`src/rtl/core/ppp_pkg.sv`:
```
// ----------------------------------------------------------------------------
// ppp_pkg
// Shared types and constants for the point to polyline projection block.
// ----------------------------------------------------------------------------
package ppp_pkg;

   localparam int ARC_BITS = 31;
   localparam logic [ARC_BITS-1:0] ARC_MAX = '1;

   typedef enum logic [1:0] {
      CMD_CLEAR  = 2'd0,
      CMD_APPEND = 2'd1,
      CMD_QUERY  = 2'd2
   } cmd_type;

   typedef enum logic [4:0] {
      S_IDLE,
      S_LD0,
      S_LD0W,
      S_FETCH,
      S_SEG,
      S_M1,
      S_M2,
      S_M3,
      S_M4,
      S_M5,
      S_T,
      S_WAIT,
      S_F1,
      S_F2,
      S_F3,
      S_F4,
      S_F5,
      S_F6,
      S_ROOT,
      S_RWAIT,
      S_OUT
   } state_type;

endpackage

```
`src/rtl/core/ppp_isqrt.sv`:
```
// ----------------------------------------------------------------------------
// ppp_isqrt
// Iterative integer square root, one result bit per cycle.
// ----------------------------------------------------------------------------
module ppp_isqrt
   import ppp_pkg::*;
#(
   parameter int IW = 50
) (
   input  logic               clock,
   input  logic               reset,
   input  logic               start,
   input  logic [IW-1:0]      value,
   output logic               busy,
   output logic [IW/2-1:0]    root
);

   localparam int RW = IW / 2;
   localparam int CW = $clog2(RW + 1);

   logic          busy_ff;
   logic [CW-1:0] cnt_ff;
   logic [IW-1:0] val_ff;
   logic [RW:0]   rem_ff;
   logic [RW-1:0] root_ff;
   logic [RW+2:0] rem_sh;
   logic [RW+2:0] trial;
   logic          ge;

   assign rem_sh = {rem_ff, val_ff[IW-1:IW-2]};
   assign trial  = (RW + 3)'({root_ff, 2'b01});
   assign ge     = (rem_sh >= trial);

   always_ff @(posedge clock) begin
      if (reset) begin
         busy_ff <= 1'b0;
         cnt_ff  <= '0;
      end else if (start) begin
         busy_ff <= 1'b1;
         cnt_ff  <= CW'(RW);
      end else if (busy_ff) begin
         cnt_ff <= cnt_ff - CW'(1);
         if (cnt_ff == CW'(1)) begin
            busy_ff <= 1'b0;
         end
      end
      if (start) begin
         val_ff  <= value;
         rem_ff  <= '0;
         root_ff <= '0;
      end else if (busy_ff) begin
         val_ff  <= {val_ff[IW-3:0], 2'b00};
         rem_ff  <= ge ? (RW + 1)'(rem_sh - trial) : (RW + 1)'(rem_sh);
         root_ff <= {root_ff[RW-2:0], ge};
      end
   end

   assign busy = busy_ff;
   assign root = root_ff;

endmodule

```
`config.mk`:
```
export PLATFORM = sky130hd
export DESIGN_NAME = ppp_isqrt
export DESIGN_NICKNAME = d
export VERILOG_FILES = /design/src/rtl/core/ppp_pkg.sv /design/src/rtl/core/ppp_isqrt.sv
export SDC_FILE = /design/constraint.sdc
export NUM_CORES = 1
export LEC_CHECK = 0
export BUFFER_PORTS_ARGS = -buffer_cell sky130_fd_sc_hd__buf_4
export CAP_MARGIN = 15
export CORE_ASPECT_RATIO = 0.75
export CORE_MARGIN = 10
export CORE_UTILIZATION = 53
export CTS_CLUSTER_DIAMETER = 100
export DETAILED_ROUTE_END_ITERATION = 8
export MAX_ROUTING_LAYER = met4
export PLACE_DENSITY = 0.77
export SLEW_MARGIN = 20
export SYNTH_ARGS = -nofsm -noshare
export SYNTH_HDL_FRONTEND = slang
export SYNTH_SLANG_ARGS = --single-unit
```
`constraint.sdc`:
```
create_clock -name clock -period 3 [get_ports clock]
set_clock_uncertainty 0.15 [all_clocks]
set_input_delay 0.3 -clock clock [delete_from_list [all_inputs] [get_ports clock]]
set_output_delay 0.3 -clock clock [all_outputs]
set_load 0.02 [all_outputs]
```
==> results.sh <==
export IMPL_setup_violations_final=0
export IMPL_synth_ff_type="dfxtp_1"
export IMPL_num_antenna_cells=0
export IMPL_swShare_pct=38.5
export IMPL_die_h_um=112
export IMPL_async_reset_ff_share_pct=0
export IMPL_crit_slowest_cell="o31a_4"
export IMPL_drive_above_1_share_pct=33.9
export IMPL_arrival_ns=3.02
export IMPL_drtIter0Drc=386
export IMPL_power_frac_comb_pct=64.7
export IMPL_yosys_area_top_type="edfxtp_1"
export IMPL_finalPower_mw=9.14
export IMPL_root_buffer="clkbuf_16"
export IMPL_nets=759
export IMPL_synth_seq_cells=107
export IMPL_grt_antenna_before_repair=0
export IMPL_status="completed"
export IMPL_syn_avg_cell_area_um2=10.4
export IMPL_htreeDepth=3
export IMPL_ys_warn_count=0
export IMPL_period_share_pct=96.9
export IMPL_final_hold_violation_count=0
export IMPL_cts_max_path_buffers=2
export IMPL_worstSkewPairLatency_ns=0.35
export IMPL_min_path_cells=2
export IMPL_grt_pass1_wl_mm=23.3
export IMPL_die_area_um2=16000
export IMPL_slew_headroom_pct=57.8
export IMPL_crit_top_cell="nand3_2"
export IMPL_max_cap_violations=0
export IMPL_pwr_share_clk_pct=14.2
export IMPL_synthTopCellsByArea="edfxtp_1, dfxtp_1, mux2_2, mux2i_1, ha_1"
export IMPL_r2r_end="rem_ff[13]"
export IMPL_critPathRequiredTime_ns=3.12
export IMPL_powerDensity_nw_per_um2=1210
export IMPL_min_from="value[1]"
export IMPL_yosys_top_cells_count="nor2_1, dfxtp_1, edfxtp_1"
export IMPL_totalWireLength_mm=14.7
export IMPL_synthCells=575
export IMPL_crit_type="flip-flop to flip-flop"
export IMPL_max_vdd_ir_drop_mv=1.16
export IMPL_slew_violations=0
export IMPL_cts_sink_count=107
export IMPL_seqPwrFrac_pct=21.1
export IMPL_die_x_um=143
export IMPL_worst_slack_ns=0.0931
export IMPL_drc=0
export IMPL_p_sw_mw=3.52
export IMPL_core_um2=11000
export IMPL_fmax_mhz=344
export IMPL_critPathCaptureType="flip-flop"
export IMPL_synth_edf_count=50
export IMPL_reg2reg_slack_ns=0.09
export IMPL_syn_area_um2=6000
export IMPL_leakagePower_nw=3.09
export IMPL_syn_nets=657
export IMPL_p_int_mw=5.62
export IMPL_ant_nets=0
export IMPL_min_to="val_ff[1]"
export IMPL_r2r_start="root[3]"
export IMPL_layout_min_cycle_time_ns=2.91
export IMPL_clk_pin_slew_ns=0.07
export IMPL_cts_tree="built"
export IMPL_vias_per_cell=5.79
export IMPL_numCtsBuffers=9
export IMPL_worstRegToRegCells=12
export IMPL_grt_overflow=0
export IMPL_tightest_slew_ns=0.633
export IMPL_grtUsageTotal_pct=18.1
export IMPL_crit_chain="inv_1 > ha_1 > nand3_2 > o21bai_2 > nand3_2 > a41oi_4 > o2111a_1 > o31a_4 > buf_12 > buf_16 > and3b_1 > nor4_2"
export IMPL_vias=4761
export IMPL_yosysTopAreaCellShare_pct=25.0
export IMPL_dr_pass1_iters=7
export IMPL_worstSetupStartpointType="flip-flop"
export IMPL_num_rows=33
export IMPL_grt_pass1_vias=4552
export IMPL_syn_to_final_growth_pct=25.7
export IMPL_post_drt_wl_per_cell_um=17.9
export IMPL_gp_congestion=0.905
export IMPL_synth_most_common_cell="nor2_1"
export IMPL_cpPeakStageDelay_ns=0.41
export IMPL_path_max_fanout=10
export IMPL_ys_types=64
export IMPL_num_io_pins=79
export IMPL_seq_area_frac_synth_pct=44.0
export IMPL_pre_cts_ws_ns=-0.208
export IMPL_hpwl_mm=10.2
export IMPL_hold_path_class="input port to flip-flop"
export IMPL_start_util_pct=54.7
export IMPL_grt_max_degree=80
export IMPL_numPortBuffers=78
worst max-delay path by stage:
stage	startpoint	to	slack [ns]	cells past startpoint
floorplan	root[15]	rem_ff[24]	0.0006	11
global placement	root[13]	rem_ff[22]	-0.05	10
detailed placement	root[13]	rem_ff[22]	-0.21	10
CTS	root[13]	rem_ff[4]	0.02	11
global route	root[6]	rem_ff[23]	-0.02	10
finish	root[3]	rem_ff[13]	0.09	12
layer usage:
| metal | GRT usage, % | vias to the layer above | part of all wire, % | wire length [um] |
|---|---|---|---|---|
| met5 | - | - | 0 | 0 |
| met3 | 4.55 | 18 | 5.6 | 820 |
| met1 | 24.4 | 2301 | 46 | 6800 |
| met4 | 4.46 | 0 | 1.3 | 185 |
| li1 | - | 2298 | - | - |
| met2 | 26.5 | 144 | 47 | 6910 |
flip-flops by register name (all words and copies together) (netlist names):
register and cells:
val_ff 50, root 25, busy 1, cnt_ff 5, rem_ff 26
power groups by stage:
| stage | clock [mW] | sequential, mW | combinational [mW] |
|---|---|---|---|
| 3_5_place_dp | 0 | 1.94 | 4.81 |
| 3_3_place_gp | 0 | 1.93 | 4.67 |
| 2_1_floorplan | 0 | 1.89 | 3.77 |
| 4_1_cts | 1.33 | 1.91 | 5.22 |
| 6_report | 1.30 | 1.93 | 5.91 |
| 5_1_grt | 1.39 | 1.95 | 6.38 |
through the flow:
stage | util [%] | TNS [ns] | area, um2 | instances | hold slack (ns)
finish | 68.7 | 0 | 7550 | 822 | 0.0782
global route | 68.7 | -0.0386 | 7550 | 822 | 0.0809
CTS | 66.3 | 0 | 7280 | 814 | 0.0718
detailed placement | 62.7 | -1.08 | 6890 | 795 | 0.334
global placement | 62.7 | -0.139 | 6890 | 795 | 0.311
floorplan | - | 0 | 6010 | 575 | 0.222
worst max-delay path, delay by kind of cell (launching register included):
family          cells  cell delay, ns
buf+inv             3            0.34
compound gates      4            1.09
fa+ha+maj           1            0.32
flops               1            0.36
simple gates        4            0.57
cell families after synthesis:
family	Yosys count	share of synthesized area, %
fa+ha+maj	29	6.04
buf+inv	66	4.73
mux	89	15.9
simple gates	156	13.7
compound gates	103	12.0
xor+xnor	25	3.65
flops	107	44.0
cell usage in the layout, fill, tap and decap left out, drive strengths merged, types with 3 or more instances in the layout:
cell type  count
a211oi        16
a21o          10
a21oi         19
and2           4
and3           6
buf          119
clkbuf        10
dfxtp         57
edfxtp        50
ha            29
inv           38
mux2          49
mux2i         40
nand2         27
nand2b         4
nand3          7
nand4          5
nand4b         5
nor2          64
nor2b          8
nor3           9
nor4           4
nor4b          3
o211ai         8
o21ai         21
o31ai          5
xnor2         13
xor2          12
final cells by class:
class | instances | area, um2
multi-input combinational | 402 | 3270
clock inverter | 7 | 98.8
fill | 831 | 3430
inverter | 36 | 135
tap | 140 | 175
clock buffer | 9 | 225
timing repair buffer | 121 | 990
sequential | 107 | 2660
timing repair:
| action | 4_1_cts | 5_1_grt |
|---|---|---|
| setup endpoints to repair | 21 | 26 |
| hold buffers | 1 | 0 |
| pin swaps | 3 | 10 |
| gates cloned | 1 | 1 |
| resized for setup | 5 | 34 |
| hold endpoints to repair | 4 | 0 |
| setup buffers | 1 | 7 |
Power figures use the tool's default switching activity.
